===== src/adpp_pkg.sv =====
// ----------------------------------------------------------------------------
// adpp_pkg
// shared types and constants of the dot product argmax block
// ----------------------------------------------------------------------------
package adpp_pkg;

    localparam int COORD_W   = 16;
    localparam int NUM_LANES = 6;
    localparam int NUM_PAIRS = NUM_LANES / 2;
    localparam int PROD_W    = 2 * COORD_W;
    localparam int PAIR_W    = PROD_W + 1;
    localparam int SUM_W     = PROD_W + 3;
    localparam int SCORE_W   = 33;
    localparam int INDEX_W   = 16;
    localparam int DIMS_W    = 3;
    localparam int ADDR_W    = 5;
    localparam int DATA_W    = 32;

    typedef enum logic [2:0] {
        REG_DIMS,
        REG_DIR_0,
        REG_DIR_1,
        REG_DIR_2,
        REG_DIR_3,
        REG_DIR_4,
        REG_DIR_5
    } t_reg_idx;

    typedef logic signed [COORD_W-1:0] t_coord;
    typedef logic signed [PROD_W-1:0]  t_prod;
    typedef logic signed [SUM_W-1:0]   t_sum;

    typedef struct packed {
        t_coord coord_0;
        t_coord coord_1;
        t_coord coord_2;
        t_coord coord_3;
        t_coord coord_4;
        t_coord coord_5;
        logic   last_point;
    } t_in_beat;

    typedef struct packed {
        logic [INDEX_W-1:0] best_index;
        t_coord             best_c0;
        t_coord             best_c1;
        t_coord             best_c2;
        t_coord             best_c3;
        t_coord             best_c4;
        t_coord             best_c5;
        logic [SCORE_W-1:0] best_score;
    } t_out_beat;

    typedef struct packed {
        logic pair_en;
        logic total_en;
    } t_sum_en;

endpackage


===== src/adpp_lane.sv =====
// ----------------------------------------------------------------------------
// adpp_lane
// one multiply lane: coordinate times direction component, registered
// ----------------------------------------------------------------------------
module adpp_lane import adpp_pkg::*; (
    input  logic   i_clk,
    input  logic   i_en,
    input  logic   i_use,
    input  t_coord i_coord,
    input  t_coord i_dir,
    output t_prod  o_prod
);

    t_prod r_prod;
    t_prod n_prod;

    // unused lanes contribute zero; operands widened first for a full product
    always_comb begin
        n_prod = i_use ? t_prod'(i_coord) * t_prod'(i_dir) : '0;
    end

    always_ff @(posedge i_clk) begin
        if (i_en) begin
            r_prod <= n_prod;
        end
    end

    assign o_prod = r_prod;

endmodule


===== config.mk =====
export PLATFORM = sky130hd
export DESIGN_NAME = adpp_lane
export DESIGN_NICKNAME = d
export VERILOG_FILES = /design/src/adpp_pkg.sv /design/src/adpp_lane.sv
export SDC_FILE = /design/constraint.sdc
export NUM_CORES = 1
export LEC_CHECK = 0
export ABC_AREA = 0
export BUFFER_PORTS_ARGS = -buffer_cell sky130_fd_sc_hd__clkbuf_2
export CAP_MARGIN = 10
export CORE_AREA = 2 2 145 147
export CTS_BUF_LIST = sky130_fd_sc_hd__clkbuf_8
export DETAILED_ROUTE_END_ITERATION = 7
export DIE_AREA = 0 0 147 149
export PLACE_DENSITY = 0.81
export SLEW_MARGIN = 20
export SYNTH_ARGS = -nofsm -noshare
export SYNTH_HDL_FRONTEND = slang
export SYNTH_SLANG_ARGS = --single-unit

===== constraint.sdc =====
create_clock -name i_clk -period 6.2 [get_ports i_clk]
set_input_delay 0.93 -clock i_clk [delete_from_list [all_inputs] [get_ports i_clk]]
set_output_delay 0.93 -clock i_clk [all_outputs]
set_load 0.005 [all_outputs]

After elaboration in Yosys (flattened, before gate mapping)
Cells that the tools add are included.
Storage, ports and cells
  register bits after elaboration: 32
  output and inout bits: 32
  word-level logic and storage cells: 2
Operators by class
  $mul: 1
Operators by type and width (count)
  multiplier 16 x 16 -> 32 bit: 1

Longest topological paths before layout
  word-level depth: 1
  mapped depth: 22
  gate-level depth less buffers: 21

Least setup slack after synthesis
No wires, ideal clock.
  path type: input port to flip-flop
  start point: input port i_coord[15]
  end point: register r_prod[31], in the netlist o_prod[31], data pin
  arrival time: 6.215 ns
  data required time: 5.945 ns
  slack: -0.270 ns
  cell stages on the path: 18
  path through: clkbuf_1 nand2_1 inv_1 fa_1 fa_1 inv_1 fa_1 fa_1 fa_1 fa_1 inv_1 ha_1 a21o_1 a221o_1 a21o_1 a31oi_2 xnor2_1 and2_1
Between the ends
  cells in the longest elaborated chain, start to end: 1
Ends and longest elaborated chain
  from (decl): RTL line adpp_lane.sv:9  | input t_coord i_coord,
  multiplier 16 x 16 -> 32 bit: RTL line adpp_lane.sv:19  | n_prod = i_use ? t_prod'(i_coord) * t_prod'(i_dir) : '0;
  to (signal assigned): RTL line adpp_lane.sv:24  | r_prod <= n_prod;
  to (decl): RTL line adpp_lane.sv:14  | t_prod r_prod;
Every way passes these cells.
A chain may end at the register's enable or synchronous reset.

Final worst setup path
  start point: input port i_coord[10]
  end point: register r_prod[29], in the netlist o_prod[29], data pin
The elaborated chain is that of the path after synthesis.

==> qor.txt <==
Vias per cell - 5.21
Crit start category - input pin
Synth top cells by count - inv_1 (287), fa_1 (262), and2_1 (144)
Syn Nets - 1512
Row cnt - 53
Tightest Pin Transition - 0.812 ns
Synth-to-layout area growth - 19.6%
Endpoints failing hold - 0
Dominant cells by area after synthesis - fa_1 (48%), inv_1 (9.8%), ha_1 (9.4%)
Synth unique cells - 48
Worst hold slack - 1.26 ns
Status - finished, final reports clean
Required time worst endpoint - 6.31 ns
Count leader, synth - inv_1
Kind of critical path - input pin to flop
I/O pin cnt - 67
Post-DRT Antenna Nets - 0
Initial antenna violation count - 0
Async set-or-reset flop fraction in the synthesized netlist - 0%
Max cap viols - 0
Most common cell on crit path - fa_1
Drt total wl - 25800 um
Crit path largest cell delay - 0.53 ns
Die area - 0.0219 sq mm
Grt ovf - 0
Slew Limit Fails - 0
DR WL/cell - 16.3 um
Peak Freq - 163 MHz
Register area share after synthesis - 8.77%
Share of the synthesized area in the top cell type - 47.9%
Hold crit path type - input pin to flop
Critical path endpoint category - flop
Syn Inst Count - 1133
Proportion of layout cells with a drive suffix above 1 - 20.9%
# hold bufs at CTS - 0
Tcrit/Tclk final - 99.0%
Count of final setup violators - 0
CP arrival - 6.25 ns
DRC errors left - 0
Min-delay src - i_coord[0]
Clock sink count - 32
Clock tree from TritonCTS - yes
Starting Density - 53.3%
Syn avg cell area - 9.67 sq um
First-pass GRT wire length - 42100 um
Yosys Warn Count - 0
Final Net Count - 1685
Worst Setup EP - o_prod[29]
CP max stage cell - fa_1
Clk buf depth - 2
Synthesized cell area - 0.0110 sq mm
Crit. Startpoint - i_coord[10]
RePlAce Congestion - 0.879
PortBufs - 66
Die Ht - 149 um
Max FFs per register - 32
Antenna cells - 0
Via count - 8250
CP Cell Sequence - clkbuf_8 -> and2_4 -> fa_1 -> inv_2 -> fa_1 -> fa_1 -> inv_2 -> fa_1 -> fa_1 -> inv_2 -> fa_1 -> inv_2 -> ha_4 -> buf_6 -> o211ai_1 -> a21oi_1 -> nor2_2 -> o31ai_4 -> a21boi_2 -> o21a_1 -> buf_4 -> o31ai_1
Iter 0 DRT Violations - 361
CP max FO - 9
Synth Flop Type - edfxtp_1
Area leader, netlist - fa_1
CORE AREA - 0.0206 sq mm
All-Layer GR Usage - 24.1%
Seq cells post-synth - 32
RSZ-0062 raised after global routing - true
EDFF count, synth - 32
DRT Pass-1 Iters - 8
Largest net degree at the start of global routing - 37
Slew Limit Headroom - 45.9%
Final min period - 6.14 ns
H-tree depth - 2
Num CTS Buffers - 5
Vias in the first global route - 9321
Clock transition at the registers of the reported paths - 0.07 ns
Root Buffer - clkbuf_8
Post-DP HPWL - 22100 um
Die Width - 147 um
layout by cell type, fill, tap and decap left out, types with 3 or more instances in the layout:
| cell | count |
|---|---|
| ha_1 | 72 |
| fa_1 | 257 |
| inv_2 | 7 |
| nand2b_1 | 11 |
| nand4_1 | 3 |
| nand2_1 | 125 |
| fa_2 | 5 |
| buf_4 | 130 |
| or3_1 | 4 |
| nor2_1 | 16 |
| a21boi_1 | 3 |
| ha_4 | 9 |
| and2_1 | 137 |
| o21ai_0 | 8 |
| xnor2_1 | 21 |
| clkbuf_8 | 15 |
| and3_1 | 4 |
| clkbuf_2 | 41 |
| nor2b_1 | 3 |
| a21o_1 | 10 |
| o21a_1 | 3 |
| mux2i_1 | 3 |
| a21oi_1 | 16 |
| edfxtp_1 | 32 |
| clkbuf_4 | 7 |
| a21oi_2 | 7 |
| xor2_1 | 7 |
| buf_6 | 5 |
| and2_4 | 7 |
| nand2_2 | 4 |
| o21ai_2 | 5 |
| inv_1 | 280 |
| o211ai_1 | 3 |
| buf_12 | 5 |
cell families after synthesis:
| kind of cell | Yosys count | share of synthesized area [%] |
|---|---|---|
| adders and majority gates | 344 | 57.2 |
| buffers and inverters | 322 | 11.0 |
| DFF | 32 | 8.77 |
| and+or+nand+nor | 326 | 15.4 |
| AOI/OAI and AO/OA | 78 | 5.00 |
| muxes | 3 | 0.274 |
| xor gates and xnor gates | 28 | 2.24 |
timing repair:
action                                  CTS  global route
endpoints found under the setup margin    7            14
resized for setup                        44            52
setup buffers                             5             6
pin swaps                                13            54
worst max-delay path: cells and delay by family:
family / cells / cell delay [ns]
simple gates: 2 / 0.26
buf+inv: 7 / 0.56
fa+ha+maj: 7 / 3.34
compound gates: 6 / 1.16
through the flow:
step / setup TNS, ns / worst slack, ns / utilization (%) / area, sq um / instances
global placement: -2.40 / -0.271 / 61.0 / 12500 / 1564
detailed placement: -4.25 / -0.400 / 61.0 / 12500 / 1564
finish: 0 / 0.0614 / 63.7 / 13100 / 1582
floorplan: 0 / 0.00504 / - / 11000 / 1133
global route: -0.575 / -0.130 / 63.7 / 13100 / 1582
CTS: -0.0179 / -0.00951 / 62.4 / 12800 / 1576
worst min path at each step:
| stage | end | slack (ns) | cells after the start |
|---|---|---|---|
| 2_1_floorplan | o_prod[0] | 1.04 | 0 |
| 3_3_place_gp | o_prod[12] | 1.33 | 1 |
| 3_5_place_dp | o_prod[11] | 1.33 | 1 |
| 4_1_cts | o_prod[0] | 1.24 | 3 |
| 5_1_grt | o_prod[0] | 1.28 | 3 |
| 6_report | o_prod[0] | 1.26 | 3 |
final cells by class:
type                       instances  area [sq um]
timing repair buffer             201          1550
sequential                        32           961
inverter                         287          1080
tap                              275           344
clock inverter                     3          42.5
fill                            1623          7460
clock buffer                       5          68.8
multi-input combinational        779          9050
routing by layer:
layer	GRT usage [%]	wire [um]
met5	0	0
met4	8.80	1060
met3	3.00	1090
met2	46.0	14300
met1	27.7	9360
Power is left out: the tool's default activity adds up to more than one toggle a clock period on the data nets, which glitch-free logic cannot reach.
