[config.mk]
export PLATFORM = sky130hd
export DESIGN_NAME = adpp_sum
export DESIGN_NICKNAME = d
export VERILOG_FILES = /design/src/adpp_pkg.sv /design/src/adpp_sum.sv
export SDC_FILE = /design/constraint.sdc
export NUM_CORES = 1
export LEC_CHECK = 0
export ABC_CLOCK_PERIOD_IN_PS = 2900
export BUFFER_PORTS_ARGS = -buffer_cell sky130_fd_sc_hd__buf_4
export CELL_PAD_IN_SITES_DETAIL_PLACEMENT = 1
export CELL_PAD_IN_SITES_GLOBAL_PLACEMENT = 2
export CORE_ASPECT_RATIO = 2
export CORE_UTILIZATION = 32
export DETAILED_ROUTE_END_ITERATION = 10
export PLACE_DENSITY_LB_ADDON = 0.3
export SLEW_MARGIN = 20
export SYNTH_ARGS = -nofsm -noshare
export SYNTH_HDL_FRONTEND = slang
export SYNTH_SLANG_ARGS = --single-unit
export TNS_END_PERCENT = 5
[constraint.sdc]
create_clock -name i_clk -period 2.9 [get_ports i_clk]
set_input_delay 0.145 -clock i_clk [delete_from_list [all_inputs] [get_ports i_clk]]
set_output_delay 0.145 -clock i_clk [all_outputs]
set_load 0.02 [all_outputs]
[src/adpp_pkg.sv]
// ----------------------------------------------------------------------------
// adpp_pkg
// shared types and constants of the dot product argmax block
// ----------------------------------------------------------------------------
package adpp_pkg;

    localparam int COORD_W   = 16;
    localparam int NUM_LANES = 6;
    localparam int NUM_PAIRS = NUM_LANES / 2;
    localparam int PROD_W    = 2 * COORD_W;
    localparam int PAIR_W    = PROD_W + 1;
    localparam int SUM_W     = PROD_W + 3;
    localparam int SCORE_W   = 33;
    localparam int INDEX_W   = 16;
    localparam int DIMS_W    = 3;
    localparam int ADDR_W    = 5;
    localparam int DATA_W    = 32;

    typedef enum logic [2:0] {
        REG_DIMS,
        REG_DIR_0,
        REG_DIR_1,
        REG_DIR_2,
        REG_DIR_3,
        REG_DIR_4,
        REG_DIR_5
    } t_reg_idx;

    typedef logic signed [COORD_W-1:0] t_coord;
    typedef logic signed [PROD_W-1:0]  t_prod;
    typedef logic signed [SUM_W-1:0]   t_sum;

    typedef struct packed {
        t_coord coord_0;
        t_coord coord_1;
        t_coord coord_2;
        t_coord coord_3;
        t_coord coord_4;
        t_coord coord_5;
        logic   last_point;
    } t_in_beat;

    typedef struct packed {
        logic [INDEX_W-1:0] best_index;
        t_coord             best_c0;
        t_coord             best_c1;
        t_coord             best_c2;
        t_coord             best_c3;
        t_coord             best_c4;
        t_coord             best_c5;
        logic [SCORE_W-1:0] best_score;
    } t_out_beat;

    typedef struct packed {
        logic pair_en;
        logic total_en;
    } t_sum_en;

endpackage

[src/adpp_sum.sv]
// ----------------------------------------------------------------------------
// adpp_sum
// registered two-level adder tree over the lane products
// ----------------------------------------------------------------------------
module adpp_sum import adpp_pkg::*; (
    input  logic    i_clk,
    input  t_sum_en i_en,
    input  t_prod   i_prod [NUM_LANES],
    output t_sum    o_total
);

    logic signed [PAIR_W-1:0] r_pair [NUM_PAIRS];
    logic signed [PAIR_W-1:0] n_pair [NUM_PAIRS];
    t_sum                     r_total;
    t_sum                     n_total;

    always_comb begin
        for (int k = 0; k < NUM_PAIRS; k++) begin
            n_pair[k] = PAIR_W'(i_prod[2*k]) + PAIR_W'(i_prod[2*k+1]);
        end
    end

    always_comb begin
        n_total = '0;
        for (int k = 0; k < NUM_PAIRS; k++) begin
            n_total = n_total + SUM_W'(r_pair[k]);
        end
    end

    always_ff @(posedge i_clk) begin
        if (i_en.pair_en) begin
            r_pair <= n_pair;
        end
        if (i_en.total_en) begin
            r_total <= n_total;
        end
    end

    assign o_total = r_total;

endmodule

# After elaboration in Yosys (flattened, before gate mapping)
# Cells that the tools add are included.
# op_classes
addsub	5
multipliers	0
div_mod_pow	0
magnitude_cmp	0
eq_ne	0
n_shift	0
muxes	0
bitwise_logic	0
n_reduce_logical	0
# op_table
operator	count
$add A32 B32 Y33	3
$add A34 B33 Y35	1
$add A33 B33 Y34	1
# totals
ff_bits	134
latchBits	0
ramBits	0
mem_bits_ro	0
input_bits	195
output_inout_bits	35
wordCells	9
memories	0

# Longest topological paths before layout
# depth
depth_word	2
depth_mapped	13
mapped_depth_nobuf	13

# Least setup slack after synthesis
# Ideal clock, no wire load.
# synth_path
path_kind	reg2reg
start	register r_pair[1] in the netlist's numbering
end	register r_total[27], in the netlist o_total[27] (data pin)
setup_time_ns	0.263
t_arrival_ns	2.774
t_required_ns	2.637
setup_slack_ns	-0.137
stages_incl_launch_ff	12
path_buffers	0
synth_period_minus_slack_ns	3.037
path_cell_list	edfxtp_1 > fa_1 > ha_1 > inv_1 > fa_1 > nand2b_1 > a21oi_1 > o21a_1 > o21bai_1 > o21ai_0 > a41oi_1 > xnor2_1
# synth_between
elab_chain_len	1
# synth_lines
item	line_no	rtl
from (decl)	adpp_sum.sv:12	logic signed [PAIR_W-1:0] r_pair [NUM_PAIRS];
from (signal assigned)	adpp_sum.sv:32	r_pair <= n_pair;
$add A34 B33 Y35	adpp_sum.sv:26	n_total = n_total + SUM_W'(r_pair[k]);
net n_total[27]	adpp_sum.sv:15	t_sum n_total;
to (signal assigned)	adpp_sum.sv:35	r_total <= n_total;
to (decl)	adpp_sum.sv:14	t_sum r_total;
# The timed path passes the listed nets, and every way through them passes these cells.
# A chain may end at the register's enable or synchronous reset.

# Final worst setup path
# layout_path
start	register r_pair[67] in the netlist's numbering
end	register r_total[33], in the netlist o_total[33] (data pin)
# layout_between
elab_chain_len	2
# layout_lines
item	line_no
$add A33 B33 Y34	adpp_sum.sv:26
$add A34 B33 Y35	adpp_sum.sv:26
net n_total[33]	adpp_sum.sv:15
# The timed path passes the listed nets, and every way through them passes these cells.

==> qor.yml <==
p_per_area_mw_per_mm2: 798
track_usage_pct: 23.0
synth_edf_count: 134
synth.area.top_cells: "edfxtp_1 (34%), ha_1 (14%), fa_1 (6.2%), a21oi_1 (5.5%), xnor2_1 (4.7%)"
drt-initial-drc-count: 534
cp-start-kind: "register"
fillers: 4139
die_h_um: 275
dieArea_mm2: 0.0380
final_cells: 1992
die_x_um: 138
gp_congestion: 0.882
slew_headroom_pct: 50.2
drc_errors: 38
violations: "DRC, setup timing"
rsz0062_at_grt: "yes"
port-buffer-count: 229
synth_top_area_cell: "edfxtp_1"
setup_viol: 8
required_ns: 3.08
wire_per_inst_um: 21.6
max_cap_viol_count: 0
grt_pass1_wl_mm: 65.6
cts.sinks: 134
drive_gt1_share_pct: 25.8
crit_type: "reg -> reg"
drv_slew: 0
peakVddDrop_v: 0.000414
hold_ws_ns: 0.0286
vias: 10958
fin_crit_ns: 3.00
hold_viol_final: 0
synth-main-ff-cell: "edfxtp_1"
hpwl_mm: 36.7
synth_nets: 1579
start_util_pct: 32.6
clk_pin_slew_ns: 0.06
coreArea_mm2: 0.0365
path_max_fanout: 3
synthArstFlopShare_pct: 0
cts_tree: "built"
final.setup.tns_ns: -0.477
fmax_mhz: 333
yosysSeqAreaShare_pct: 33.8
cp.arrival_ns: 3.18
dr.pass1.iters: 8
hp-class: "in -> reg"
ios: 230
syn_inst: 1218
cts.path.max_buffers: 2
syn_avg_cell_area_um2: 9.78
finalWirelength_mm: 42.9
vias_per_cell: 5.50
syn2layout_area_growth_pct: 30.6
fin_ws_ns: -0.101
synth_seq_cells: 134
synth_top_cell_area_share_pct: 33.8
synth_area_mm2: 0.0119
worstSkewPairLatency_ns: 0.43
numCtsBuffers: 17
first_global_vias: 12018
ant_nets: 0
overflow: 0
cts-root-buf: "clkbuf_16"
htree_levels: 4
p_leak_uw: 0.00677
grt_max_degree: 54
end_kind: "register"
finalNetCount: 1884
grt_antenna_before_repair: 2
status: "finished, violations left"
tightest_slew_ns: 0.747
post-route-period-util_pct: 103
num_rows: 99
place_inst: 1956
yosysWarningCount: 0
finalClockSkew_ns: 0.00976
synth_cell_type_count: 71
layout make-up:
type / count / area (µm²) / share of cell area, %
inverter: 45 / 169 / 1.09
sequential: 134 / 4020 / 25.9
antenna: 2 / 5.00 / 0.0322
multi-input combinational: 1009 / 7780 / 50.0
timing repair buffer: 316 / 2390 / 15.4
clock buffer: 17 / 425 / 2.74
tap: 454 / 568 / 3.65
clock inverter: 15 / 191 / 1.23
through the flow:
step                worst slack, ns  utilization [%]  total power, µW  cell area (µm²)
floorplan                   0.00499                -             7010            11900
global placement             -0.304             40.3             9760            14700
detailed placement           -0.407             40.3             9890            14700
CTS                         -0.0975             42.3            12400            15500
global route                 -0.251             42.5            13200            15500
finish                       -0.101             42.5            12400            15500
critical path, cell delays in order (launching register included):
cell,delay (ns)
edfxtp_1,0.40
fa_1,0.55
ha_2,0.19
inv_2,0.04
fa_2,0.37
nand2b_4,0.17
a21oi_4,0.17
o21a_1,0.15
buf_4,0.12
o2111ai_2,0.10
o211ai_1,0.20
a21oi_1,0.14
xnor2_1,0.14
sequential cells by signal (all words and copies together) (netlist names):
signal,cells
o_total,35
r_pair,99
Yosys cell counts (9+ instances only):
cell,n
edfxtp_1,134
a21oi_1,131
ha_1,129
nand2_1,81
nor2_1,81
a21o_1,70
xnor2_1,64
o21ai_0,62
inv_1,45
fa_1,37
xor2_1,33
nand3_1,31
nor3_1,31
clkbuf_1,27
nand4_1,22
a211oi_1,17
a31oi_1,16
o21bai_1,16
o211ai_1,15
and3_1,14
o21a_1,14
a211o_1,12
and2_1,9
cell usage in the layout, fill, tap and decap left out, types with 5 or more instances in the layout:
cell	count
buf_4	314
edfxtp_1	134
a21oi_1	124
ha_1	123
nand2_1	81
nor2_1	81
a21o_1	70
xnor2_1	64
o21ai_0	59
inv_1	44
xor2_1	33
fa_1	33
nand3_1	31
nor3_1	31
nand4_1	22
clkbuf_16	17
a211oi_1	16
o21bai_1	16
a31oi_1	15
o211ai_1	15
o21a_1	14
and3_1	14
a211o_1	12
and2_1	9
nor2b_1	8
and4_1	7
or2_2	7
nand2b_1	7
o31ai_1	6
nor4_1	6
a21oi_2	5
ha_4	5
per-layer routing:
metal  wire (µm)  GRT usage, %
met1       14200          20.5
met2       24200          46.3
met3        1250          2.87
met4        3230          17.6
met5           0             0
cell families (layout without fill, tap and decap cells):
family / Yosys count / count (layout) / share of synthesized area, %
XOR/XNOR: 97 / 97 / 7.13
multiplexers: 2 / 2 / 0.168
other: 0 / 2 / 0
buffers and inverters: 75 / 393 / 2.47
AND/OR/NAND/NOR: 322 / 322 / 13.1
adder cells (fa/ha/maj): 166 / 166 / 19.8
flip-flops: 134 / 134 / 33.8
AO/OA/AOI/OAI: 422 / 422 / 23.5
final timing paths:
check	end	slack, ns	start	cells past startpoint
max	o_total[33]	-0.10	r_pair[67]	12
min	r_pair[66]	0.03	i_prod[128]	2
max reg2reg	o_total[33]	-0.10	r_pair[67]	12
min reg2reg	o_total[1]	0.77	r_pair[1]	2
power by group:
part,total (µW),internal (µW),switching [µW],leakage [µW]
Combinational,6910,3120,3790,0.00516
Sequential,3210,2940,270,0.00131
Clock,2280,1370,909,0.000292
what timing repair did:
action,in CTS,in global routing
pin swaps,9,7
hold endpoints to repair,1,0
buffers inserted,0,1
resized for setup,23,12
endpoints found under the setup margin,16,24
hold buffers,1,0
(Power assumes the default switching activity.)
