`src/adpp_pkg.sv`:
```
// ----------------------------------------------------------------------------
// adpp_pkg
// shared types and constants of the dot product argmax block
// ----------------------------------------------------------------------------
package adpp_pkg;

    localparam int COORD_W   = 16;
    localparam int NUM_LANES = 6;
    localparam int NUM_PAIRS = NUM_LANES / 2;
    localparam int PROD_W    = 2 * COORD_W;
    localparam int PAIR_W    = PROD_W + 1;
    localparam int SUM_W     = PROD_W + 3;
    localparam int SCORE_W   = 33;
    localparam int INDEX_W   = 16;
    localparam int DIMS_W    = 3;
    localparam int ADDR_W    = 5;
    localparam int DATA_W    = 32;

    typedef enum logic [2:0] {
        REG_DIMS,
        REG_DIR_0,
        REG_DIR_1,
        REG_DIR_2,
        REG_DIR_3,
        REG_DIR_4,
        REG_DIR_5
    } t_reg_idx;

    typedef logic signed [COORD_W-1:0] t_coord;
    typedef logic signed [PROD_W-1:0]  t_prod;
    typedef logic signed [SUM_W-1:0]   t_sum;

    typedef struct packed {
        t_coord coord_0;
        t_coord coord_1;
        t_coord coord_2;
        t_coord coord_3;
        t_coord coord_4;
        t_coord coord_5;
        logic   last_point;
    } t_in_beat;

    typedef struct packed {
        logic [INDEX_W-1:0] best_index;
        t_coord             best_c0;
        t_coord             best_c1;
        t_coord             best_c2;
        t_coord             best_c3;
        t_coord             best_c4;
        t_coord             best_c5;
        logic [SCORE_W-1:0] best_score;
    } t_out_beat;

    typedef struct packed {
        logic pair_en;
        logic total_en;
    } t_sum_en;

endpackage

```
`src/adpp_best.sv`:
```
// ----------------------------------------------------------------------------
// adpp_best
// winner tracker: compares each score with the best so far, emits on last
// ----------------------------------------------------------------------------
module adpp_best import adpp_pkg::*; #(
    parameter int MAX_POINTS = 65536
) (
    input  logic      i_clk,
    input  logic      i_rst_n,
    input  logic      i_valid,
    output logic      o_ready,
    input  t_sum      i_score,
    input  t_in_beat  i_beat,
    output logic      o_out_valid,
    input  logic      i_out_ready,
    output t_out_beat o_out
);

    localparam int               CNT_W   = $clog2(MAX_POINTS);
    localparam logic [CNT_W-1:0] CNT_TOP = CNT_W'(MAX_POINTS - 1);

    logic [CNT_W-1:0]   r_count;
    logic [CNT_W-1:0]   r_win_idx;
    logic [SCORE_W-1:0] r_win_score;
    t_in_beat           r_win_pt;
    logic               r_out_valid;
    t_out_beat          r_out;

    logic [CNT_W-1:0]   n_win_idx;
    logic [SCORE_W-1:0] n_win_score;
    t_in_beat           n_win_pt;
    logic [INDEX_W-1:0] idx_ext;
    t_out_beat          n_out;
    logic               pos;
    logic               gt;
    logic               take;

    // a last beat needs a free output slot
    assign o_ready = !(i_valid && i_beat.last_point && r_out_valid && !i_out_ready);
    assign take    = i_valid && o_ready;

    assign pos = !i_score[SUM_W-1] && (i_score != '0);
    assign gt  = i_score[SUM_W-2:0] > {{(SUM_W-1-SCORE_W){1'b0}}, r_win_score};

    always_comb begin
        n_win_idx   = r_win_idx;
        n_win_score = r_win_score;
        n_win_pt    = r_win_pt;
        if (r_count == '0) begin
            n_win_idx   = '0;
            n_win_score = pos ? i_score[SCORE_W-1:0] : '0;
            n_win_pt    = i_beat;
        end else if (pos && gt) begin
            n_win_idx   = r_count;
            n_win_score = i_score[SCORE_W-1:0];
            n_win_pt    = i_beat;
        end
    end

    always_comb begin
        idx_ext            = '0;
        idx_ext[CNT_W-1:0] = n_win_idx;
        n_out.best_index   = idx_ext;
        n_out.best_c0      = n_win_pt.coord_0;
        n_out.best_c1      = n_win_pt.coord_1;
        n_out.best_c2      = n_win_pt.coord_2;
        n_out.best_c3      = n_win_pt.coord_3;
        n_out.best_c4      = n_win_pt.coord_4;
        n_out.best_c5      = n_win_pt.coord_5;
        n_out.best_score   = n_win_score;
    end

    always_ff @(posedge i_clk) begin
        if (!i_rst_n) begin
            r_count     <= '0;
            r_win_idx   <= '0;
            r_win_score <= '0;
            r_win_pt    <= '0;
            r_out_valid <= 1'b0;
        end else begin
            if (take && i_beat.last_point) begin
                r_count     <= '0;
                r_win_idx   <= '0;
                r_win_score <= '0;
                r_win_pt    <= '0;
                r_out_valid <= 1'b1;
            end else begin
                if (take) begin
                    r_win_idx   <= n_win_idx;
                    r_win_score <= n_win_score;
                    r_win_pt    <= n_win_pt;
                    if (r_count != CNT_TOP) begin
                        r_count <= r_count + 1'b1;
                    end
                end
                if (i_out_ready) begin
                    r_out_valid <= 1'b0;
                end
            end
        end
    end

    always_ff @(posedge i_clk) begin
        if (take && i_beat.last_point) begin
            r_out <= n_out;
        end
    end

    assign o_out_valid = r_out_valid;
    assign o_out       = r_out;

endmodule

```
`config.mk`:
```
export PLATFORM = sky130hd
export DESIGN_NAME = adpp_best
export DESIGN_NICKNAME = d
export VERILOG_FILES = /design/src/adpp_pkg.sv /design/src/adpp_best.sv
export SDC_FILE = /design/constraint.sdc
export NUM_CORES = 1
export LEC_CHECK = 0
export ABC_CLOCK_PERIOD_IN_PS = 9100
export BUFFER_PORTS_ARGS = -buffer_cell sky130_fd_sc_hd__buf_2
export CORE_AREA = 2 2 180 147
export CTS_CLUSTER_SIZE = 8
export DETAILED_ROUTE_END_ITERATION = 16
export DIE_AREA = 0 0 182 149
export HOLD_SLACK_MARGIN = 0.05
export PLACE_DENSITY_LB_ADDON = 0.15
export SLEW_MARGIN = 40
export SYNTH_ARGS = -nofsm -noshare
export SYNTH_HDL_FRONTEND = slang
export SYNTH_SLANG_ARGS = --single-unit
```
`constraint.sdc`:
```
create_clock -name i_clk -period 9.1 [get_ports i_clk]
set_input_delay 0.91 -clock i_clk [delete_from_list [all_inputs] [get_ports i_clk]]
set_output_delay 0.91 -clock i_clk [all_outputs]
set_load 0.02 [all_outputs]
```
=== After elaboration in Yosys (flattened, before gate mapping) ===
Index checks and enable logic that the tools add are counted.
Widths: inputs -> output; s select.

* Flip-flop bits (word level): 307
* Input port bits: 136
* Output and inout bits: 147
* Word-level logic and storage cells: 46

* Mux-type cells: 9
* Order comparisons: 1
* Reduce and logical (&&, ||, !) cells: 15
* Bitwise logic cells: 1
* Add/subtract/negate cells: 1
* Equality and inequality tests: 1

{| class="wikitable"
|+ Operators by type and width
! cell !! count
|-
| $mux 97 || 2
|-
| $mux 33 || 3
|-
| $reduce_bool 35->1 || 1
|-
| $gt 34x33->1 || 1
|-
| $mux 16 || 2
|-
| $add 16x1->16 const B || 1
|-
| $logic_not 16->1 || 1
|-
| $ne 16x16->1 const B || 1
|-
| $logic_and 1x1->1 || 7
|-
| $logic_not 1->1 || 3
|-
| $mux 1 || 2
|-
| $reduce_and 2->1 || 1
|-
| $reduce_bool 2->1 || 1
|-
| $reduce_or 2->1 || 1
|-
| $not 1->1 || 1
|}

=== Depth between registers and ports, before layout ===
Gate-level depths: netlist of run 1.

* Depth after elaboration: 7
* Depth in mapped cells: 12
* Mapped depth without buffers: 9

=== Worst setup path after synthesis of run 1 ===
No wires, ideal clock.

* Kind: in2reg
* Start point: in i_beat[0] in the netlist's numbering
* End point: reg r_win_score[30]
* Path buffers: 3
* Setup slack: 867 ps
* Data required time: 8976 ps
* Arrival time: 8109 ps
* Setup time: 124 ps
* Cell stages on the path: 8
* Path through: nand2_1 nor2_1 nor2b_1 clkbuf_1 clkbuf_1 buf_1 nand3_1 o21ai_2

* Longest elaborated chain between the ends: 7

{| class="wikitable"
|+ Ends and longest elaborated chain
! element !! RTL line !! RTL
|-
| from (decl) || adpp_best.sv:13 || <nowiki>input t_in_beat i_beat,</nowiki>
|-
| $logic_and 1x1->1 (3 in a row) || adpp_best.sv:39 || <nowiki>assign o_ready = !(i_valid && i_beat.last_point && r_out_valid && !i_out_ready);</nowiki>
|-
| $logic_not 1->1 || adpp_best.sv:39 ||
|-
| $logic_and 1x1->1 || adpp_best.sv:40 || <nowiki>assign take = i_valid && o_ready;</nowiki>
|-
| $logic_and 1x1->1 || adpp_best.sv:81 || <nowiki>if (take && i_beat.last_point) begin</nowiki>
|-
| $reduce_or 2->1 (no line) || - ||
|-
| to (signal assigned) || adpp_best.sv:90 || <nowiki>r_win_score <= n_win_score;</nowiki>
|-
| to (decl) || adpp_best.sv:24 || <nowiki>logic [SCORE_W-1:0] r_win_score;</nowiki>
|}

Parallel ways exist; a longest one is shown, timed or not.
A chain may end at the register's enable or synchronous reset.

==> results of run 1 <==
critical path: stages:
cell       delay [ns]
buf_2            0.12
ha_1             0.32
a21oi_1          0.15
o21ai_1          0.13
a2111oi_4        0.42
o2111ai_2        0.24
o21ai_4          0.52
buf_16           0.22
buf_4            0.56
mux2_1           0.40
cells in the final DEF (no fill, tap or decap), types with 10 or more instances in the layout:
cell and count:
nand3_1 150, mux2_1 77, buf_2 282, xor2_1 10, nor4_1 11, nand2_1 113
nor2_1 73, dfxtp_1 162, ha_1 35, a22o_1 16, inv_1 37, o21ai_1 55
mux2_2 19, nand4_1 11, clkbuf_1 32, o21ai_0 11, a21oi_1 16, nand3_2 19
o21ai_2 70, clkbuf_16 45, mux2i_1 50, edfxtp_1 145
per-stage QoR:
| step | setup slack, ns | power (mW) | hold slack [ns] | area [um^2] | instances |
|---|---|---|---|---|---|
| after detailed placement | 4.81 | 2.03 | 0.445 | 15200 | 1749 |
| final | 5.31 | 3.49 | 0.451 | 16500 | 1832 |
| after floorplan | 0.867 | 1.91 | 0.433 | 13700 | 1212 |
| after global placement | 4.49 | 2.01 | 0.439 | 15200 | 1747 |
| after global routing | 5.11 | 3.63 | 0.465 | 16500 | 1830 |
| after CTS | 5.34 | 3.53 | 0.454 | 16500 | 1828 |
state kept, by name, indices dropped and copies added (netlist names):
name and count:
o_out 145, r_win_pt 96, r_win_idx 16, r_count 16, o_out_valid 1, r_win_score 33
final cells by class:
class	instances	area, um^2	area share, %
flip-flops and latches	307	7600	46.0
inverters	38	143	0.863
multi-input cells	780	5480	33.2
diodes	3	7.51	0.0454
clock buffers	77	1250	7.54
well taps	330	413	2.50
repair buffers	295	1620	9.79
clock inverters	2	25.0	0.151
worst paths after layout:
check | start | end | slack, ns | cells past startpoint
worst max register to register | r_win_score[29] | o_out[45] | 5.42 | 10
worst min-delay path | r_win_pt[54] | r_win_pt[54] | 0.45 | 2
worst max-delay path | i_score[29] | o_out[45] | 5.31 | 10
worst min register to register | r_win_pt[54] | r_win_pt[54] | 0.45 | 2
routing by layer:
layer	track usage (%)	wire (um)
met4	8.51	943
met5	0	40
met3	7.30	2500
met2	33.2	13700
met1	29.6	13500
kinds of logic after synthesis:
kind of cell	count (synthesis)
AND/OR/NAND/NOR	402
flip-flops	307
AO/OA/AOI/OAI	182
multiplexers	146
buffers and inverters	125
adder cells (fa/ha/maj)	35
XOR/XNOR	15
power by group through the flow:
stage / Sequential, mW / Combinational, mW / Clock (mW)
4_1_cts: 1.56 / 0.438 / 1.53
3_5_place_dp: 1.59 / 0.436 / 0
2_1_floorplan: 1.64 / 0.269 / 0
3_3_place_gp: 1.59 / 0.422 / 0
5_1_grt: 1.57 / 0.478 / 1.59
6_report: 1.56 / 0.434 / 1.49
==> impl_results.html, run 1 <==
<table>
<tr><th>Metric</th><th>Value</th></tr>
<tr><th colspan="2">Clock network</th></tr>
<tr><td>Hold buffer count at CTS</td><td>0</td></tr>
<tr><td>Clock tree from TritonCTS</td><td>done</td></tr>
<tr><td>Number of buffers inserted during clock tree synthesis</td><td>44</td></tr>
<tr><td># resized after CTS</td><td>0</td></tr>
<tr><td>CTS sink count</td><td>307</td></tr>
<tr><td>Max Root-Sink Buffers</td><td>3</td></tr>
<tr><td>H-Tree Depth</td><td>2</td></tr>
<tr><td>Number of setup buffers added after CTS</td><td>0</td></tr>
<tr><td>Post-CTS clock slew at the launch and capture registers of the worst setup and hold paths</td><td>0.05 ns</td></tr>
<tr><td>Clk Tree Root Cell</td><td>clkbuf_16</td></tr>
<tr><td>Clock insertion delay at the later pin of the skew report</td><td>between 0.5 and 0.6 ns</td></tr>
<tr><th colspan="2">STA</th></tr>
<tr><td>Slew at the pin closest to its max-slew limit</td><td>between 0.8 and 0.9 ns</td></tr>
<tr><td>Achievable Freq</td><td>0.264 GHz</td></tr>
<tr><td>Setup-violating endpoint count in the final report</td><td>0</td></tr>
<tr><td>Number of hold-slack violations in the final timing report</td><td>0</td></tr>
<tr><td>Number of pins exceeding their max-slew limit in the final report</td><td>0</td></tr>
<tr><td>Setup_tns</td><td>0 ns</td></tr>
<tr><td>Final period util</td><td>41.6%</td></tr>
<tr><td>Final clock skew</td><td>0.0152 ns</td></tr>
<tr><td>RSZ-0062 raised after global routing</td><td>no</td></tr>
<tr><td>Max transition margin</td><td>43.7%</td></tr>
<tr><td>Post-layout min period</td><td>3.79 ns</td></tr>
<tr><th colspan="2">Yosys</th></tr>
<tr><td>Area share of the largest cell type after synthesis</td><td>31.7%</td></tr>
<tr><td>Sequential-to-total area share from yosys stat</td><td>55.3%</td></tr>
<tr><td>Total of flip-flops plus latches after synthesis</td><td>around 310</td></tr>
<tr><td>Count leader, synth</td><td>dfxtp_1</td></tr>
<tr><td>Simple logic cell fraction of the synthesized area</td><td>14.4%</td></tr>
<tr><td>Cell taking the most area after synthesis</td><td>edfxtp_1</td></tr>
<tr><td>Share of synthesized cell area in full adder, half adder and majority cells</td><td>under 10%</td></tr>
<tr><td>Number of enable flip-flop cells after synthesis</td><td>145</td></tr>
<tr><td>Combinational family with the most area after synthesis</td><td>simple AND/OR/NAND/NOR gates</td></tr>
<tr><td>Share of cell area taken by muxes after synthesis</td><td>a little under an eighth</td></tr>
<tr><td>Most frequent cells after synthesis</td><td>dfxtp_1 (162), nand3_1 (150), edfxtp_1 (145)</td></tr>
<tr><td>Number of distinct standard cells referenced by the synthesized netlist</td><td>52</td></tr>
<tr><td>Cells taking the most area after synthesis</td><td>edfxtp_1 (32%), dfxtp_1 (24%), mux2_1 (6.3%)</td></tr>
<tr><td>Post-synthesis area per instance</td><td>around 11 um^2</td></tr>
<tr><td>Gate Count Post-Synth</td><td>1212</td></tr>
<tr><td>Count of warnings emitted by yosys</td><td>0</td></tr>
<tr><td>Cell Area, Synth</td><td>between 10000 and 15000 um^2</td></tr>
<tr><td>Post-synthesis compound-gate area fraction</td><td>9.69%</td></tr>
<tr><td>Post-synthesis xor/xnor area fraction</td><td>less than 1%</td></tr>
<tr><td>Synthesized netlist net count</td><td>around 1.4k</td></tr>
<tr><td>Fraction of synthesis flops using an asynchronous set or reset pin</td><td>0%</td></tr>
<tr><td>Dominant register cell in the synthesized netlist</td><td>dfxtp_1</td></tr>
<tr><th colspan="2">Floorplan</th></tr>
<tr><td>Die extent in y</td><td>149 um</td></tr>
<tr><td>Core Area</td><td>25600 um^2</td></tr>
<tr><td>Top Ports</td><td>283</td></tr>
<tr><td>Standard-cell rows</td><td>53</td></tr>
<tr><td>Full die area</td><td>27100 um^2</td></tr>
<tr><td>DIE WIDTH</td><td>182 um</td></tr>
<tr><td>Initial Util</td><td>53.6%</td></tr>
<tr><th colspan="2">Power</th></tr>
<tr><td>Peak ir drop on the vdd network</td><td>157 uV</td></tr>
<tr><td>Leakage power summed over all cells</td><td>6.39 nW</td></tr>
<tr><td>Share of power burned in the clock network</td><td>between 40% and 50%</td></tr>
<tr><td>Int Power</td><td>between 2 and 3 mW</td></tr>
<tr><td>Net Switching</td><td>878 uW</td></tr>
<tr><td>Combinational group share of total power</td><td>12.4%</td></tr>
<tr><td>Register share of total power</td><td>44.8%</td></tr>
<tr><td>Areal power density over the cells</td><td>211 nW/um^2</td></tr>
<tr><td>Sw frac</td><td>25.2%</td></tr>
<tr><th colspan="2">Route</th></tr>
<tr><td>Via density per instance</td><td>5.35</td></tr>
<tr><td>WL per Instance</td><td>between 15 and 20 um</td></tr>
<tr><td>Residual DRC count</td><td>0</td></tr>
<tr><td>Total via count in the routed design</td><td>9810</td></tr>
<tr><td>Number of iterations in the first detailed-routing pass</td><td>5</td></tr>
<tr><td>Detailed-route wire length</td><td>30600 um</td></tr>
<tr><td>Routed Antenna Nets</td><td>0</td></tr>
<tr><td>Number of design-rule violations left by the first detailed-router iteration</td><td>657</td></tr>
<tr><th colspan="2">Worst hold path</th></tr>
<tr><td>Worst hold-check path type</td><td>flip-flop to flip-flop</td></tr>
<tr><th colspan="2">Final layout</th></tr>
<tr><td>Fraction of layout instances using a drive strength above 1</td><td>a little under a third</td></tr>
<tr><td>Final core area utilization</td><td>64.6%</td></tr>
<tr><td>Total number of nets in the final design</td><td>around 1.6k</td></tr>
<tr><td>Final-layout fill cell count</td><td>2070</td></tr>
<tr><td>Signed area change from the synthesized netlist to the final layout</td><td>20.4%</td></tr>
<tr><th colspan="2">Global route</th></tr>
<tr><td>Pin count of the biggest net entering global routing</td><td>169</td></tr>
<tr><td>First-pass GRT wire length</td><td>48100 um</td></tr>
<tr><td>Total routing usage reported by global routing</td><td>22.0%</td></tr>
<tr><td>Number of global-route vias before repair</td><td>9287</td></tr>
<tr><td>Number of antenna violations at the first check in global routing</td><td>8</td></tr>
<tr><td>Total gr overflow</td><td>0</td></tr>
<tr><th colspan="2">Placement</th></tr>
<tr><td>Weighted congestion at the end of routability-driven global placement</td><td>0.815</td></tr>
<tr><td>Count of buffers inserted at the top-level ports</td><td>282</td></tr>
<tr><td>Placed wire-length estimate</td><td>19800 um</td></tr>
<tr><th colspan="2">Setup path</th></tr>
<tr><td>Capturing element type of the critical path</td><td>flip-flop</td></tr>
<tr><td>CP arrival</td><td>4.05 ns</td></tr>
<tr><td>Highest fanout seen on the critical path</td><td>between 40 and 50</td></tr>
<tr><td>Required arrival time at the worst endpoint</td><td>9.36 ns</td></tr>
<tr><td>Setup CP Type</td><td>primary input to flip-flop</td></tr>
<tr><td>Critical path launch point type</td><td>primary input</td></tr>
<tr><th colspan="2">Run</th></tr>
<tr><td>Max-capacitance violation count</td><td>0</td></tr>
<tr><th colspan="2">Status</th></tr>
<tr><td>Status</td><td>complete, no violations</td></tr>
</table>
(Power assumes the default switching activity.)
==> run 2, diff against run 1 <==
Settings changed: ABC_AREA set to 1, ABC_CLOCK_PERIOD_IN_PS 9100 to 3800, CORE_AREA 2 2 180 147 to 2 2 186 151, DIE_AREA 0 0 182 149 to 0 0 188 153.
Clock period 9.1 ns to 3.8 ns, I/O delays scaled along.
==> impl_results.html, run 2 <==
<table>
<tr><th>Metric</th><th>Value</th></tr>
<tr><th colspan="2">Power</th></tr>
<tr><td>Peak ir drop on the vdd network</td><td>296 uV (was 157 uV)</td></tr>
<tr><td>Leakage power summed over all cells</td><td>9.23 nW (was 6.39 nW)</td></tr>
<tr><td>Areal power density over the cells</td><td>496 nW/um^2 (was 211 nW/um^2)</td></tr>
<tr><th colspan="2">Global route</th></tr>
<tr><td>Total gr overflow</td><td>0 (unchanged)</td></tr>
<tr><td>Number of global-route vias before repair</td><td>12.8k (was 9287)</td></tr>
<tr><td>Total routing usage reported by global routing</td><td>26.4% (was 22.0%)</td></tr>
<tr><td>Pin count of the biggest net entering global routing</td><td>147 (was 169)</td></tr>
<tr><td>Number of antenna violations at the first check in global routing</td><td>5 (was 8)</td></tr>
<tr><td>First-pass GRT wire length</td><td>62700 um (was 48100 um)</td></tr>
<tr><th colspan="2">STA</th></tr>
<tr><td>Achievable Freq</td><td>0.346 GHz</td></tr>
<tr><td>Number of hold-slack violations in the final timing report</td><td>0 (unchanged)</td></tr>
<tr><td>Setup_tns</td><td>0 ns (unchanged)</td></tr>
<tr><td>Post-layout worst setup margin</td><td>0.910 ns (was 5.31 ns)</td></tr>
<tr><td>Final clock skew</td><td>0.0172 ns (was 0.0152 ns)</td></tr>
<tr><td>Number of pins exceeding their max-slew limit in the final report</td><td>0 (unchanged)</td></tr>
<tr><td>Post-layout min period</td><td>2.89 ns</td></tr>
<tr><td>Final Hold Slack</td><td>0.0876 ns (was 0.451 ns)</td></tr>
<tr><td>Setup-violating endpoint count in the final report</td><td>0 (unchanged)</td></tr>
<tr><td>RSZ-0062 raised after global routing</td><td>no (unchanged)</td></tr>
<tr><td>Max transition margin</td><td>42.8% (was 43.7%)</td></tr>
<tr><td>Slew at the pin closest to its max-slew limit</td><td>0.858 ns (was 0.841 ns)</td></tr>
<tr><td>Final period util</td><td>76.1%</td></tr>
<tr><th colspan="2">Setup path</th></tr>
<tr><td>Cell depth of the worst setup path</td><td>11 (was 10)</td></tr>
<tr><td>R2r setup slk</td><td>0.91 ns (was 5.42 ns)</td></tr>
<tr><td>CP arrival</td><td>3.30 ns (was 4.05 ns)</td></tr>
<tr><td>Highest fanout seen on the critical path</td><td>72 (was 47)</td></tr>
<tr><td>Ordered list of cells on the worst path</td><td>inv_1 -&gt; ha_1 -&gt; nand4_1 -&gt; nor4_1 -&gt; clkinv_2 -&gt; buf_4 -&gt; buf_4 -&gt; nand3_1 -&gt; nand3_1 -&gt; nand2_1 -&gt; inv_1 (was buf_2 -&gt; ha_1 -&gt; a21oi_1 -&gt; o21ai_1 -&gt; a2111oi_4 -&gt; o2111ai_2 -&gt; o21ai_4 -&gt; buf_16 -&gt; buf_4 -&gt; mux2_1)</td></tr>
<tr><td>Critical R2R Capture</td><td>r_win_pt[61] (was o_out[45])</td></tr>
<tr><td>Reg2reg start</td><td>r_count[0] (was r_win_score[29])</td></tr>
<tr><td>Critical path launch point type</td><td>flip-flop (was primary input)</td></tr>
<tr><td>Setup CP Type</td><td>flip-flop to flip-flop (was primary input to flip-flop)</td></tr>
<tr><td>Crit. Startpoint</td><td>r_count[0] (was i_score[29])</td></tr>
<tr><td>Bufs and invs on worst path</td><td>5 (was 3)</td></tr>
<tr><td>Slowest cell on the critical path</td><td>nor4_1 (was buf_4)</td></tr>
<tr><td>Required arrival time at the worst endpoint</td><td>4.21 ns (was 9.36 ns)</td></tr>
<tr><td>Largest delay share family, worst path</td><td>buffers and inverters (was compound AO/OA/AOI/OAI gates)</td></tr>
<tr><td>Capturing element type of the critical path</td><td>flip-flop (unchanged)</td></tr>
<tr><td>Cell depth of the worst flop-to-flop path</td><td>11 (was 10)</td></tr>
<tr><td>Max incr delay on CP</td><td>0.47 ns (was 0.56 ns)</td></tr>
<tr><th colspan="2">Yosys</th></tr>
<tr><td>Most frequent cells after synthesis</td><td>nand2_1 (474), nand3_1 (374), inv_1 (267) (was dfxtp_1 (162), nand3_1 (150), edfxtp_1 (145))</td></tr>
<tr><td>Number of distinct standard cells referenced by the synthesized netlist</td><td>28 (was 52)</td></tr>
<tr><td>Number of enable flip-flop cells after synthesis</td><td>145 (unchanged)</td></tr>
<tr><td>Count leader, synth</td><td>nand2_1 (was dfxtp_1)</td></tr>
<tr><td>Dominant register cell in the synthesized netlist</td><td>dfxtp_1 (unchanged)</td></tr>
<tr><td>Cells taking the most area after synthesis</td><td>edfxtp_1 (29%), dfxtp_1 (22%), nand3_1 (13%) (was edfxtp_1 (32%), dfxtp_1 (24%), mux2_1 (6.3%))</td></tr>
<tr><td>Sequential-to-total area share from yosys stat</td><td>51.2% (was 55.3%)</td></tr>
<tr><td>Cell taking the most area after synthesis</td><td>edfxtp_1 (unchanged)</td></tr>
<tr><td>Count of warnings emitted by yosys</td><td>0 (unchanged)</td></tr>
<tr><td>Post-synthesis area per instance</td><td>7.65 um^2 (was 11.3 um^2)</td></tr>
<tr><td>Fraction of synthesis flops using an asynchronous set or reset pin</td><td>0% (unchanged)</td></tr>
<tr><td>Synthesized netlist net count</td><td>2111 (was 1383)</td></tr>
<tr><td>Total of flip-flops plus latches after synthesis</td><td>307 (unchanged)</td></tr>
<tr><td>Area share of the largest cell type after synthesis</td><td>29.3% (was 31.7%)</td></tr>
<tr><td>Gate Count Post-Synth</td><td>1940 (was 1212)</td></tr>
<tr><td>Cell Area, Synth</td><td>14800 um^2 (was 13700 um^2)</td></tr>
<tr><th colspan="2">Route</th></tr>
<tr><td>WL per Instance</td><td>15.0 um (was 16.7 um)</td></tr>
<tr><td>Number of iterations in the first detailed-routing pass</td><td>5 (unchanged)</td></tr>
<tr><td>Number of design-rule violations left by the first detailed-router iteration</td><td>1189 (was 657)</td></tr>
<tr><td>Via density per instance</td><td>5.21 (was 5.35)</td></tr>
<tr><td>Total via count in the routed design</td><td>13.4k (was 9810)</td></tr>
<tr><td>Residual DRC count</td><td>0 (unchanged)</td></tr>
<tr><td>Detailed-route wire length</td><td>38600 um (was 30600 um)</td></tr>
<tr><td>Routed Antenna Nets</td><td>0 (unchanged)</td></tr>
<tr><th colspan="2">Floorplan</th></tr>
<tr><td>Core Area</td><td>27000 um^2 (was 25600 um^2)</td></tr>
<tr><td>Die extent in y</td><td>153 um (was 149 um)</td></tr>
<tr><td>Top Ports</td><td>283 (unchanged)</td></tr>
<tr><td>Full die area</td><td>28800 um^2 (was 27100 um^2)</td></tr>
<tr><td>Standard-cell rows</td><td>54 (was 53)</td></tr>
<tr><td>DIE WIDTH</td><td>188 um (was 182 um)</td></tr>
<tr><td>Initial Util</td><td>55.1% (was 53.6%)</td></tr>
<tr><th colspan="2">Worst hold path</th></tr>
<tr><td>Worst hold-check path type</td><td>primary input to flip-flop (was flip-flop to flip-flop)</td></tr>
<tr><td>Worst Hold Endpoint</td><td>o_out_valid (was r_win_pt[54])</td></tr>
<tr><td>Cells on Worst Hold Path</td><td>3 (was 2)</td></tr>
<tr><td>Launch instance of the worst min-delay path</td><td>i_rst_n (was r_win_pt[54])</td></tr>
<tr><th colspan="2">Clock network</th></tr>
<tr><td>Max Root-Sink Buffers</td><td>3 (unchanged)</td></tr>
<tr><td>Clock insertion delay at the later pin of the skew report</td><td>0.53 ns (was 0.52 ns)</td></tr>
<tr><td>CTS sink count</td><td>307 (unchanged)</td></tr>
<tr><td>Clock tree from TritonCTS</td><td>done (unchanged)</td></tr>
<tr><td>Hold buffer count at CTS</td><td>0 (unchanged)</td></tr>
<tr><td>Number of setup buffers added after CTS</td><td>0 (unchanged)</td></tr>
<tr><td>Post-CTS clock slew at the launch and capture registers of the worst setup and hold paths</td><td>0.05 ns (about the same)</td></tr>
<tr><td>H-Tree Depth</td><td>2 (unchanged)</td></tr>
<tr><td>Clk Tree Root Cell</td><td>clkbuf_16 (unchanged)</td></tr>
<tr><td># resized after CTS</td><td>0 (unchanged)</td></tr>
<tr><td>Number of buffers inserted during clock tree synthesis</td><td>44 (unchanged)</td></tr>
<tr><th colspan="2">Status</th></tr>
<tr><td>Status</td><td>complete, no violations (unchanged)</td></tr>
<tr><th colspan="2">Final layout</th></tr>
<tr><td>Most common cell after layout, fill and taps aside</td><td>nand2_1 (was buf_2)</td></tr>
<tr><td>Final core area utilization</td><td>65.8% (was 64.6%)</td></tr>
<tr><td>Total number of nets in the final design</td><td>2350 (was 1637)</td></tr>
<tr><td>Non-filler instance count after layout</td><td>2579 (was 1832)</td></tr>
<tr><td>Flip-flop count of the largest register, all copies and words added</td><td>145 (unchanged)</td></tr>
<tr><td>Commonest non-fill, non-tap cells in the layout</td><td>nand2_1 (474), nand3_1 (374), buf_2 (282), inv_1 (264), nor2_1 (230) (was buf_2 (282), dfxtp_1 (162), nand3_1 (150), edfxtp_1 (145), nand2_1 (113))</td></tr>
<tr><td>Signed area change from the synthesized netlist to the final layout</td><td>19.5% (was 20.4%)</td></tr>
<tr><td>Fraction of layout instances using a drive strength above 1</td><td>16.5% (was 30.9%)</td></tr>
<tr><th colspan="2">Placement</th></tr>
<tr><td>Inst Count DP</td><td>2496 (was 1749)</td></tr>
<tr><td>Weighted congestion at the end of routability-driven global placement</td><td>0.871 (was 0.815)</td></tr>
<tr><td>Count of buffers inserted at the top-level ports</td><td>282 (unchanged)</td></tr>
<tr><td>Placed wire-length estimate</td><td>23600 um (was 19800 um)</td></tr>
<tr><td>Placement-stage worst setup slack</td><td>0.927 ns (was 4.81 ns)</td></tr>
<tr><th colspan="2">Run</th></tr>
<tr><td>Max-capacitance violation count</td><td>0 (unchanged)</td></tr>
</table>
==> run 2: cells by family (layout without fill, tap and decap cells) <==
| group | count (synthesis) | in the layout | synth area share (%) |
|---|---|---|---|
| AO/OA/AOI/OAI | 104 | 104 | 3.56 |
| XOR/XNOR | 4 | 4 | 0.236 |
| adder cells (fa/ha/maj) | 35 | 35 | 2.95 |
| buffers and inverters | 377 | 647 | 10.2 |
| flip-flops | 307 | 307 | 51.2 |
| other | 0 | 5 | 0 |
| AND/OR/NAND/NOR | 1113 | 1113 | 31.9 |
==> run 2: worst max-delay path by stage <==
stage / slack [ns] / endpoint
detailed placement: 0.93 / r_win_pt[35]
CTS: 1.00 / r_win_pt[35]
finish: 0.91 / r_win_pt[61]
global route: 0.74 / r_win_score[1]
floorplan: -0.11 / r_win_pt[25]
global placement: 0.99 / o_out[11]
==> run 2: layout make-up <==
class,count,area (um^2)
sequential,307,7600
clock buffer,75,1260
timing repair buffer,298,1590
tap,364,455
fill,2282,9220
inverter,272,1030
clock inverter,2,23.8
antenna,5,12.5
multi-input combinational,1256,5760
==> run 2: layer usage <==
metal / up-vias / share of wire, % / GRT usage (%)
met5: - / 0.034 / 0
met4: 2 / 3.2 / 9.94
met3: 89 / 7.3 / 4.68
met2: 530 / 45 / 42.9
met1: 6126 / 44 / 35.5
li1: 6698 / - / -
==> run 2: power breakdown <==
| group | leakage [nW] | internal (mW) | switching [mW] | total [mW] |
|---|---|---|---|---|
| sequential | 2.71 | 3.72 | 0.0826 | 3.81 |
| clock | 0.608 | 2.23 | 1.41 | 3.64 |
| combinational | 5.91 | 0.420 | 0.933 | 1.35 |
==> run 2: per-stage QoR <==
step                      total power [mW]  cell area (um^2)
after CTS                             8.84             17700
final                                 8.80             17700
after floorplan                       4.81             14900
after detailed placement              5.20             16400
after global placement                5.16             16400
after global routing                  9.17             17700
==> run 2: worst register-to-register path: cells and delay by family, from the launching register on <==
family / cells / cell delay, ns
DFF: 1 / 0.32
and+or+nand+nor: 5 / 1.12
adders and majority gates: 1 / 0.19
buffers and inverters: 5 / 1.14
==> run 3, diff against run 2 <==
Settings changed: ABC_CLOCK_PERIOD_IN_PS 3800 to 2500, CORE_AREA 2 2 186 151 to 2 2 194 158, DIE_AREA 0 0 188 153 to 0 0 196 160.
Clock period 3.8 ns to 2.5 ns, I/O delays scaled along.
==> impl_results.html, run 3 (synthesis gave the netlist of run 2 again) <==
<table>
<tr><th>Metric</th><th>Value</th></tr>
<tr><th colspan="2">Status</th></tr>
<tr><td>Status</td><td>complete, no violations (unchanged)</td></tr>
<tr><th colspan="2">Setup path</th></tr>
<tr><td>Ordered list of cells on the worst path</td><td>inv_1 -&gt; ha_1 -&gt; nand2_1 -&gt; nor2_1 -&gt; nand2_1 -&gt; nor2_2 -&gt; and3_1 -&gt; nor2_4 -&gt; nand2_4 -&gt; buf_16 -&gt; nand2_1 -&gt; nand3_1 -&gt; nand2_1 (was inv_1 -&gt; ha_1 -&gt; nand4_1 -&gt; nor4_1 -&gt; clkinv_2 -&gt; buf_4 -&gt; buf_4 -&gt; nand3_1 -&gt; nand3_1 -&gt; nand2_1 -&gt; inv_1)</td></tr>
<tr><td>Setup CP Type</td><td>flip-flop to flip-flop (unchanged)</td></tr>
<tr><td>Critical path launch point type</td><td>flip-flop (unchanged)</td></tr>
<tr><td>Max incr delay on CP</td><td>0.32 ns (was 0.47 ns)</td></tr>
<tr><td>Capturing element type of the critical path</td><td>flip-flop (unchanged)</td></tr>
<tr><td>Cell depth of the worst flop-to-flop path</td><td>13 (was 11)</td></tr>
<tr><td>Highest fanout seen on the critical path</td><td>62 (was 72)</td></tr>
<tr><td>Most numerous cell on the critical path</td><td>nand2_1</td></tr>
<tr><td>CP arrival</td><td>2.63 ns (was 3.30 ns)</td></tr>
<tr><td>R2r setup slk</td><td>0.16 ns (was 0.91 ns)</td></tr>
<tr><td>Reg2reg start</td><td>r_win_score[32] (was r_count[0])</td></tr>
<tr><td>Required arrival time at the worst endpoint</td><td>2.79 ns (was 4.21 ns)</td></tr>
<tr><td>Critical R2R Capture</td><td>o_out[8] (was r_win_pt[61])</td></tr>
<tr><td>Slowest cell on the critical path</td><td>dfxtp_1 (was nor4_1)</td></tr>
<tr><th colspan="2">Clock network</th></tr>
<tr><td>Post-CTS clock slew at the launch and capture registers of the worst setup and hold paths</td><td>0.05 ns (about the same)</td></tr>
<tr><td>CTS sink count</td><td>307 (unchanged)</td></tr>
<tr><td>Max Root-Sink Buffers</td><td>3 (unchanged)</td></tr>
<tr><td>Clock tree from TritonCTS</td><td>done (unchanged)</td></tr>
<tr><td>Number of setup buffers added after CTS</td><td>0 (unchanged)</td></tr>
<tr><td>Number of buffers inserted during clock tree synthesis</td><td>44 (unchanged)</td></tr>
<tr><td>Clk Tree Root Cell</td><td>clkbuf_16 (unchanged)</td></tr>
<tr><td>Clock insertion delay at the later pin of the skew report</td><td>0.54 ns (was 0.53 ns)</td></tr>
<tr><td>H-Tree Depth</td><td>2 (unchanged)</td></tr>
<tr><th colspan="2">Final layout</th></tr>
<tr><td>Commonest non-fill, non-tap cells in the layout</td><td>nand2_1 (474), nand3_1 (374), buf_2 (282), inv_1 (266), nor2_1 (230) (was nand2_1 (474), nand3_1 (374), buf_2 (282), inv_1 (264), nor2_1 (230))</td></tr>
<tr><td>Non-filler instance count after layout</td><td>2713 (was 2579)</td></tr>
<tr><td>Fraction of layout instances using a drive strength above 1</td><td>16.2% (was 16.5%)</td></tr>
<tr><td>Signed area change from the synthesized netlist to the final layout</td><td>28.4% (was 19.5%)</td></tr>
<tr><td>Flip-flop and latch area</td><td>7600 um^2 (unchanged)</td></tr>
<tr><td>Most common cell after layout, fill and taps aside</td><td>nand2_1 (unchanged)</td></tr>
<tr><td>Flip-flop count of the largest register, all copies and words added</td><td>145 (unchanged)</td></tr>
<tr><td>Total number of nets in the final design</td><td>2464 (was 2350)</td></tr>
<tr><td>Area occupied by multi-input gates</td><td>5760 um^2 (unchanged)</td></tr>
<tr><td>Final-layout fill cell count</td><td>2521 (was 2282)</td></tr>
<tr><th colspan="2">Route</th></tr>
<tr><td>Met3 layer wire length in the routed design</td><td>3220 um (was 2810 um)</td></tr>
<tr><td>Uppermost layer routed</td><td>met5 (unchanged)</td></tr>
<tr><td>Met2 wirelength from detailed routing</td><td>18200 um (was 17500 um)</td></tr>
<tr><td>Number of design-rule violations left by the first detailed-router iteration</td><td>890 (was 1189)</td></tr>
<tr><td>Post-Route M1 WL</td><td>17900 um (was 17100 um)</td></tr>
<tr><td>Via density per instance</td><td>5.10 (was 5.21)</td></tr>
<tr><td>WL per Instance</td><td>15.0 um (about the same)</td></tr>
<tr><td>Residual DRC count</td><td>0 (unchanged)</td></tr>
<tr><td>Total via count in the routed design</td><td>13.8k (was 13.4k)</td></tr>
<tr><td>Detailed-route wire length</td><td>40600 um (was 38600 um)</td></tr>
<tr><td>Number of iterations in the first detailed-routing pass</td><td>6 (was 5)</td></tr>
<tr><td>Routed Antenna Nets</td><td>0 (unchanged)</td></tr>
<tr><th colspan="2">STA</th></tr>
<tr><td>Number of pins exceeding their max-slew limit in the final report</td><td>0 (unchanged)</td></tr>
<tr><td>Number of hold-slack violations in the final timing report</td><td>0 (unchanged)</td></tr>
<tr><td>Post-layout worst setup margin</td><td>0.160 ns (was 0.910 ns)</td></tr>
<tr><td>Final Hold Slack</td><td>0.0798 ns (was 0.0876 ns)</td></tr>
<tr><td>RSZ-0062 raised after global routing</td><td>yes (was no)</td></tr>
<tr><td>Achievable Freq</td><td>0.427 GHz (was 0.346 GHz)</td></tr>
<tr><td>Final period util</td><td>93.6% (was 76.1%)</td></tr>
<tr><td>Final clock skew</td><td>0.0160 ns (was 0.0172 ns)</td></tr>
<tr><td>Slew at the pin closest to its max-slew limit</td><td>0.603 ns (was 0.858 ns)</td></tr>
<tr><td>Max transition margin</td><td>59.8% (was 42.8%)</td></tr>
<tr><td>Post-layout min period</td><td>2.34 ns (was 2.89 ns)</td></tr>
<tr><td>Setup-violating endpoint count in the final report</td><td>0 (unchanged)</td></tr>
<tr><th colspan="2">Floorplan</th></tr>
<tr><td>DIE WIDTH</td><td>196 um (was 188 um)</td></tr>
<tr><td>Standard-cell rows</td><td>57 (was 54)</td></tr>
<tr><td>Full die area</td><td>31400 um^2 (was 28800 um^2)</td></tr>
<tr><td>Die extent in y</td><td>160 um (was 153 um)</td></tr>
<tr><td>Initial Util</td><td>50.0% (was 55.1%)</td></tr>
<tr><td>Core Area</td><td>29700 um^2 (was 27000 um^2)</td></tr>
<tr><td>Top Ports</td><td>283 (unchanged)</td></tr>
<tr><th colspan="2">Power</th></tr>
<tr><td>Sum of internal, switching and leakage power</td><td>13.7 mW (was 8.80 mW)</td></tr>
<tr><td>Peak ir drop on the vdd network</td><td>591 uV (was 296 uV)</td></tr>
<tr><td>Areal power density over the cells</td><td>721 nW/um^2 (was 496 nW/um^2)</td></tr>
<tr><td>Leakage power summed over all cells</td><td>9.80 nW (was 9.23 nW)</td></tr>
<tr><th colspan="2">Placement</th></tr>
<tr><td>Inst Count DP</td><td>2529 (was 2496)</td></tr>
<tr><td>Weighted congestion at the end of routability-driven global placement</td><td>0.858 (was 0.871)</td></tr>
<tr><td>Placement-stage worst setup slack</td><td>0.130 ns (was 0.927 ns)</td></tr>
<tr><td>Placed wire-length estimate</td><td>24200 um (was 23600 um)</td></tr>
<tr><td>Count of buffers inserted at the top-level ports</td><td>282 (unchanged)</td></tr>
<tr><th colspan="2">Global route</th></tr>
<tr><td>Pin count of the biggest net entering global routing</td><td>147 (unchanged)</td></tr>
<tr><td>Total gr overflow</td><td>0 (unchanged)</td></tr>
<tr><td>Number of global-route vias before repair</td><td>13.1k (was 12.8k)</td></tr>
<tr><td>Total routing usage reported by global routing</td><td>25.3% (was 26.4%)</td></tr>
<tr><td>First-pass GRT wire length</td><td>64500 um (was 62700 um)</td></tr>
<tr><td>Number of antenna violations at the first check in global routing</td><td>5 (unchanged)</td></tr>
<tr><th colspan="2">Worst hold path</th></tr>
<tr><td>Launch instance of the worst min-delay path</td><td>i_score[24] (was i_rst_n)</td></tr>
<tr><td>Worst Hold Endpoint</td><td>o_out[24] (was o_out_valid)</td></tr>
<tr><td>Worst hold-check path type</td><td>primary input to flip-flop (unchanged)</td></tr>
<tr><td>Cells on Worst Hold Path</td><td>3 (unchanged)</td></tr>
<tr><th colspan="2">Run</th></tr>
<tr><td>Max-capacitance violation count</td><td>0 (unchanged)</td></tr>
</table>
## run 3: cell count changes in the layout (fill, tap and decap cells not counted), moves of 3 or more
cell and change:
clkbuf_1 +3, dlygate4sd3_1 +98, buf_12 +8, buf_4 +5
## run 3: routing by layer
layer  global-route usage [%]  up-vias
li1                         -     6948
met1                     33.1     6282
met2                     40.5      517
met3                     5.68       89
met4                     10.8        4
met5                        0        -
## run 3: critical path, delay by kind of cell (launching register included)
| family | cells | cell delay (ns) |
|---|---|---|
| buffers and inverters | 2 | 0.36 |
| AND/OR/NAND/NOR | 10 | 1.08 |
| flip-flops | 1 | 0.32 |
| adder cells (fa/ha/maj) | 1 | 0.31 |
## run 3: timing repair
item                       CTS  global route
resized for setup            0             2
hold endpoints to repair   190             0
hold buffers                98             0
setup endpoints to repair    0           125
## run 3: through the flow
stage | cell area [um^2] | TNS [ns] | util [%]
6_report | 19100 | 0 | 64.2
2_1_floorplan | 14900 | -293.52 | -
3_5_place_dp | 16700 | 0 | 56.2
3_3_place_gp | 16700 | 0 | 56.2
4_1_cts | 19000 | 0 | 63.9
5_1_grt | 19000 | -0.850 | 64.2
## run 3: worst max-delay path by stage
stage                                from        endpoint  cells past startpoint
after global placement        i_score[29]       o_out[10]                     13
final                     r_win_score[32]        o_out[8]                     13
after detailed placement      i_score[29]        o_out[9]                     15
after CTS                 r_win_score[25]        o_out[9]                     13
after floorplan               o_out_valid    r_win_pt[25]                     10
after global routing      r_win_score[32]  r_win_score[8]                     15
## run 3: report_power, final
| group | total (mW) | internal, mW | leakage, nW | switching (mW) |
|---|---|---|---|---|
| Clock | 5.67 | 3.51 | 0.626 | 2.16 |
| Combinational | 2.28 | 0.812 | 6.46 | 1.47 |
| Sequential | 5.78 | 5.66 | 2.71 | 0.123 |
## run 3: final cells by class
type / count / share of cell area (%)
diodes: 3 / 0.0394
clock buffers: 78 / 6.67
clock inverters: 2 / 0.243
inverters: 272 / 5.42
multi-input cells: 1256 / 30.2
flip-flops and latches: 307 / 39.9
well taps: 383 / 2.52
repair buffers: 412 / 15.0
